### src/sv/okpc_pkg.sv
`timescale 1ns / 1ps

package okpc_pkg;

  // In-buffer index width; byte_index carries its low 32 bits
  localparam int IndexBits = 32;

  // Mixing constants
  localparam logic [63:0] GoldenInc = 64'h9E3779B97F4A7C15;
  localparam logic [63:0] MixMulA   = 64'hBF58476D1CE4E5B9;
  localparam logic [63:0] MixMulB   = 64'h94D049BB133111EB;
  localparam logic [63:0] PosMul    = 64'h00000100000001B3;

  // Configuration register indexes
  localparam logic [1:0] RegSeed        = 2'd0;
  localparam logic [1:0] RegStartOffset = 2'd1;
  localparam logic [1:0] RegVerifyMode  = 2'd2;

  // Request to the shared multiplier
  typedef struct packed {
    logic        start;
    logic [63:0] a;
    logic [63:0] b;
  } mul_req_t;

  // Sequencer states
  typedef enum logic [4:0] {
    S_IDLE = 5'b00001,
    S_M1   = 5'b00010,
    S_M2   = 5'b00100,
    S_M3   = 5'b01000,
    S_FIN  = 5'b10000
  } seq_state_t;

endpackage

### src/sv/okpc_mul64.sv
`timescale 1ns / 1ps

// Low 64 bits of a 64x64 product from three 32x32 partial products,
// one partial product per cycle, each registered and summed in the cycle after.
module okpc_mul64 import okpc_pkg::*; (
  input  logic        clk,
  input  logic        rst,
  input  mul_req_t    req,
  output logic        done,
  output logic [63:0] product
);

  logic [63:0] a_r;
  logic [63:0] b_r;
  logic        busy;
  logic [1:0]  step;
  logic [63:0] prod_r;
  logic [31:0] op_a;
  logic [31:0] op_b;

  // Pick the halves for this step: lo*lo, lo*hi, hi*lo
  always_comb begin
    op_a = (step == 2'd2) ? a_r[63:32] : a_r[31:0];
    op_b = (step == 2'd1) ? b_r[63:32] : b_r[31:0];
  end

  // Advance the step counter
  always_ff @(posedge clk) begin
    if (rst) begin
      busy <= 1'b0;
      step <= 2'd0;
      done <= 1'b0;
    end else begin
      done <= 1'b0;
      if (req.start) begin
        busy <= 1'b1;
        step <= 2'd0;
      end else if (busy) begin
        step <= step + 2'd1;
        if (step == 2'd3) begin
          busy <= 1'b0;
          done <= 1'b1;
        end
      end
    end
  end

  // Multiply, then accumulate the registered partial product
  always_ff @(posedge clk) begin
    if (req.start) begin
      a_r <= req.a;
      b_r <= req.b;
    end
    if (busy) begin
      prod_r <= 64'(op_a) * 64'(op_b);
      case (step)
        2'd1:    product <= prod_r;
        2'd2,
        2'd3:    product[63:32] <= product[63:32] + prod_r[31:0];
        default: product <= product;
      endcase
    end
  end

endmodule

### config.mk
export PLATFORM = sky130hd
export DESIGN_NAME = okpc_mul64
export DESIGN_NICKNAME = d
export VERILOG_FILES = /design/src/sv/okpc_pkg.sv /design/src/sv/okpc_mul64.sv
export SDC_FILE = /design/constraint.sdc
export NUM_CORES = 2
export LEC_CHECK = 0
export ABC_CLOCK_PERIOD_IN_PS = 10300
export BUFFER_PORTS_ARGS = -buffer_cell sky130_fd_sc_hd__buf_2
export CAP_MARGIN = 20
export CORE_ASPECT_RATIO = 1.1
export CORE_UTILIZATION = 50
export DETAILED_ROUTE_END_ITERATION = 6
export GPL_ROUTABILITY_DRIVEN = 1
export GPL_TIMING_DRIVEN = 0
export PLACE_DENSITY = 0.7
export SETUP_SLACK_MARGIN = 0.3
export SLEW_MARGIN = 5
export SYNTH_ARGS = -nofsm -noshare
export SYNTH_HDL_FRONTEND = slang
export SYNTH_SLANG_ARGS = --single-unit
### constraint.sdc
create_clock -name clk -period 10.3 [get_ports clk]
set_input_delay 2.06 -clock clk [delete_from_list [all_inputs] [get_ports clk]]
set_output_delay 2.06 -clock clk [all_outputs]
set_load 0.05 [all_outputs]
; ---- Word-level counts from Yosys, hierarchy flattened
; Index checks and enable logic that the tools add are counted.
[totals]
output_inout_bits = 65
wordCells = 28
regBits = 260
in_bits = 131
[op_classes]
n_mux = 7
mul = 1
eq_ne = 3
reduce_logical = 6
n_addsub = 2
n_bitwise = 1
[ops]
columns = operator, count
row1 = multiplier 32 x 32 -> 64 bit, 1
row2 = 2-to-1 mux 32 bit, 2
row3 = case mux 32 bit (2 select lines), 1
row4 = adder 32 bit, 1
row5 = equality test 2 bit (second input constant), 2
row6 = 2-to-1 mux 1 bit, 4
row7 = AND reduction 2 bit, 2
row8 = OR reduction 2 bit, 2
row9 = OR reduction 3 bit, 1
row10 = adder 2 x 1 -> 2 bit (second input constant), 1
row11 = equality test 2 x 1 -> 1 bit (second input constant), 1
row12 = nonzero test 2 bit, 1
row13 = NOT 1 bit, 1

; ---- Depth between registers and ports, before layout
[logic_depth]
ltp_word = 4
depth_mapped = 34
depth_no_buf = 30

; ---- Least setup slack after synthesis
; No wires, ideal clock.
[synth_timing]
kind = reg-to-reg
from = register step[0]
to = register prod_r[63], data pin
path_slack_ns = 1.797
synth_period_minus_slack_ns = 8.503
path_buffers = 4
path_stages_with_launch = 29
setup_ns = 0.260
arrival_ns = 8.243
t_required_ns = 10.040
cell_sequence = dfxtp_1 ha_1 clkbuf_1 buf_1 mux2i_1 clkbuf_1 nor2_1 fa_1 fa_1 inv_1 fa_1 fa_1 inv_1 fa_1 fa_1 fa_1 inv_1 fa_1 inv_1 ha_1 clkbuf_1 nand4_1 nor4_1 nand3b_1 a211oi_1 o2111ai_1 a211oi_1 o21ba_2 xnor2_1
[synth_between]
elab_chain_cells = 3
word_cells_on_any_way = 5
classes_between = mul: 1 / eq/ne: 2 / mux: 2
[synth_rtl]
columns = element, line
row1 = "start, declared", okpc_mul64.sv:16  ; logic [1:0] step;
row2 = "start signal, assigned", okpc_mul64.sv:39  ; step <= step + 2'd1;
row3 = equality test 2 bit or equality test 2 x 1 -> 1 bit (tied branches), "okpc_mul64.sv:23, okpc_mul64.sv:24"
row4 = "2-to-1 mux 32 bit, on equally long branches", "okpc_mul64.sv:23, okpc_mul64.sv:24"
row5 = multiplier 32 x 32 -> 64 bit *, okpc_mul64.sv:55  ; prod_r <= 64'(op_a) * 64'(op_b);
row6 = "end signal, assigned", okpc_mul64.sv:55
row7 = "end, declared", okpc_mul64.sv:17  ; logic [63:0] prod_r;
; Every way passes the cells marked *; elsewhere a longest branch is shown, timed or not.
; A chain may end at the register's enable or synchronous reset.

; ---- Worst setup path after layout
; Ends and elaborated chain as after synthesis.

==> qor.yml <==
run_status:
  outcome: "finished, final reports clean"
setup_path:
  path_class: "register to register"
  critPathMaxFanout: 10
  r2r_start: "step[0]"
  slowest_stage: "mux2i_1"
  crit_path_frequent_cell: "fa_1"
  crit_path_end_kind: "register"
  arrival_ns: 10.14
  cp_data_required_time_ns: 10.65
  critPathTopFamily: "adder cells"
  crit_start: "step[0]"
  critPathLaunchType: "register"
  path_buf_inv: 8
  max_stage_delay_ns: 0.66
finish:
  fin_nets: 5967
  layout_commonest_cell: "inv_1"
  layout_common_cells: "900 x inv_1, 897 x fa_1, 633 x nor2_1"
  drive_above_1_share_pct: 11.14
  area_growth_pct: 10.00
placed_design:
  gp_congestion: 1.049
  place_ws_ns: -1.198
  portBuffers: 195
  dp_hpwl_mm: 128.3
detailed_routing:
  wire_per_inst_um: 26.36
  drc: 0
  vias: 33030
  routed_wl_mm: 153.1
  drtPass1Iterations: 6
  viasPerCell: 5.688
  ant_nets: 0
  drt-initial-drc-count: 3165
die:
  rows: 112
  coreArea_um2: 84920
  die_area_um2: 86980
  start_util_pct: 50.52
  die_h_um: 309.2
  pin_count: 196
  die_w_um: 281.3
min_path:
  hold_path.class: "register to register"
  min_from: "prod_r[8]"
grt:
  grt_util_all_layers_pct: 36.12
  antenna_found_initial: 5
  gr-total-overflow: 0
  grt_max_degree: 92
  grt_pass1_vias: 34050
  grt_pass1_wl_mm: 222.1
yosys:
  synth_cells: 4382
  synth_top_family_by_area: "adder cells"
  synth_top_flop_cell: "edfxtp_1"
  synth_compound_area_share_pct: 4.946
  ys_ff_latch: 260
  synth_fa_ha_area_share_pct: 50.55
  yosysUniqueCellTypes: 65
  syn-num-nets: 5708
  synth-simple-area-share_pct: 11.86
  netlist_area_um2: 42900
  yosysWarnings: 0
  synthMuxAreaShare_pct: 3.196
  synthXorXnorAreaFrac_pct: 1.817
  async_reset_ff_share_pct: 0
  ys_seq_area_share_pct: 18.10
  synth_edf_count: 256
  syn_avg_cell_area_um2: 9.791
job:
  cap_violations: 0
timing:
  slew_viol_final: 0
  max_freq_mhz: 102.1
  rsz0062_at_grt: "true"
  relSlewSlack_pct: 24.04
  worst_slack_ns: 0.5082
  finalClockSkew_ns: 0.03981
  fin_crit_ns: 9.792
  setup_viol_count_final: 0
  timing.final.hold_violations: 0
  fin_crit_sh_pct: 95.07
  worst_pin_slew_ns: 1.139
clock_tree:
  insertion_delay_ns: 0.64
  htreeDepth: 1
  clk_path_buf_depth: 3
  cts_hold_buf: 0
  clock_sinks: 260
  clk_pin_slew_ns: 0.06
  tritoncts: "built"
  root_buffer: "clkbuf_16"
  cts_inserted_buffers: 31
cell usage after synthesis (all sizes together), types with 42 or more instances:
master	instances	area (um^2)
mux2i	65	650.6
nor2	633	2376
inv	900	3378
a21oi	122	610.6
nand2	540	2027
o21ai	70	350.3
edfxtp	256	7687
a21o	42	315.3
mux2	64	720.7
ha	298	3729
xnor2	58	508.0
fa	897	17960
clkbuf	170	639.4
registers in the layout, summed over array words and instances (netlist names):
signal and count:
prod_r 64, product 64, done 1, a_r 64, step 2, busy 1
b_r 64
cell families (layout without fill, tap and decap cells):
logic type	Yosys count	count (layout)
xor+xnor	89	89
mux	129	129
fa+ha+maj	1195	1195
buf+inv	1087	1371
compound gates	337	337
flops	260	260
other cells	0	1
simple gates	1285	1285
worst reg2reg max path: cells and delay by family (launching register included):
family / cells / cell delay, ns
flops: 1 / 0.35
compound gates: 4 / 1.16
buf+inv: 8 / 2.05
xor+xnor: 1 / 0.06
simple gates: 4 / 0.81
mux: 1 / 0.67
fa+ha+maj: 10 / 4.44
metrics by stage:
step | TNS (ns) | utilization (%) | cells | hold slack, ns | area (um^2)
2_1_floorplan | 0 | - | 4382 | 0.4307 | 42900
3_5_place_dp | -13.17 | 53.85 | 5746 | 0.4497 | 45730
3_3_place_gp | -46.55 | 53.35 | 5717 | 0.4421 | 45300
5_1_grt | 0 | 55.57 | 5807 | 0.4857 | 47190
4_1_cts | 0 | 55.29 | 5804 | 0.4634 | 46950
6_report | 0 | 55.57 | 5807 | 0.4593 | 47190
final cells by class:
| cell class | count | area (um^2) |
|---|---|---|
| fillers | 7643 | 37730 |
| multi-input cells | 3035 | 31350 |
| flip-flops and latches | 260 | 7771 |
| inverters | 900 | 3378 |
| well taps | 1140 | 1426 |
| repair buffers | 229 | 1358 |
| plain buffers | 184 | 908.4 |
| clock buffers | 35 | 790.8 |
| clock inverters | 23 | 210.2 |
| diodes | 1 | 2.502 |
path summary, 6_finish.rpt:
kind	slack, ns	endpoint	cells after the start
setup / recovery	0.51	prod_r[63]	28
setup reg to reg	0.51	prod_r[63]	28
hold / removal	0.46	product[8]	0
hold reg to reg	0.46	product[8]	0
timing repair:
| item | CTS | global route |
|---|---|---|
| gates resized for setup | 88 | 154 |
| buffers inserted | 1 | 3 |
| setup endpoints to repair | 40 | 21 |
layer usage:
metal | vias to the layer above | global-route usage (%) | part of all wire (%) | routed length (um)
li1 | 13890 | - | - | -
met5 | - | 0 | 0.018 | 27
met1 | 16790 | 44.46 | 36 | 55510
met4 | 4 | 25.04 | 8.7 | 13340
met3 | 482 | 8.208 | 9.8 | 15060
met2 | 1862 | 56.73 | 45 | 69120
Power is not shown: default switching activity piles up to over one toggle a cycle in this logic, so the estimate is an artifact.
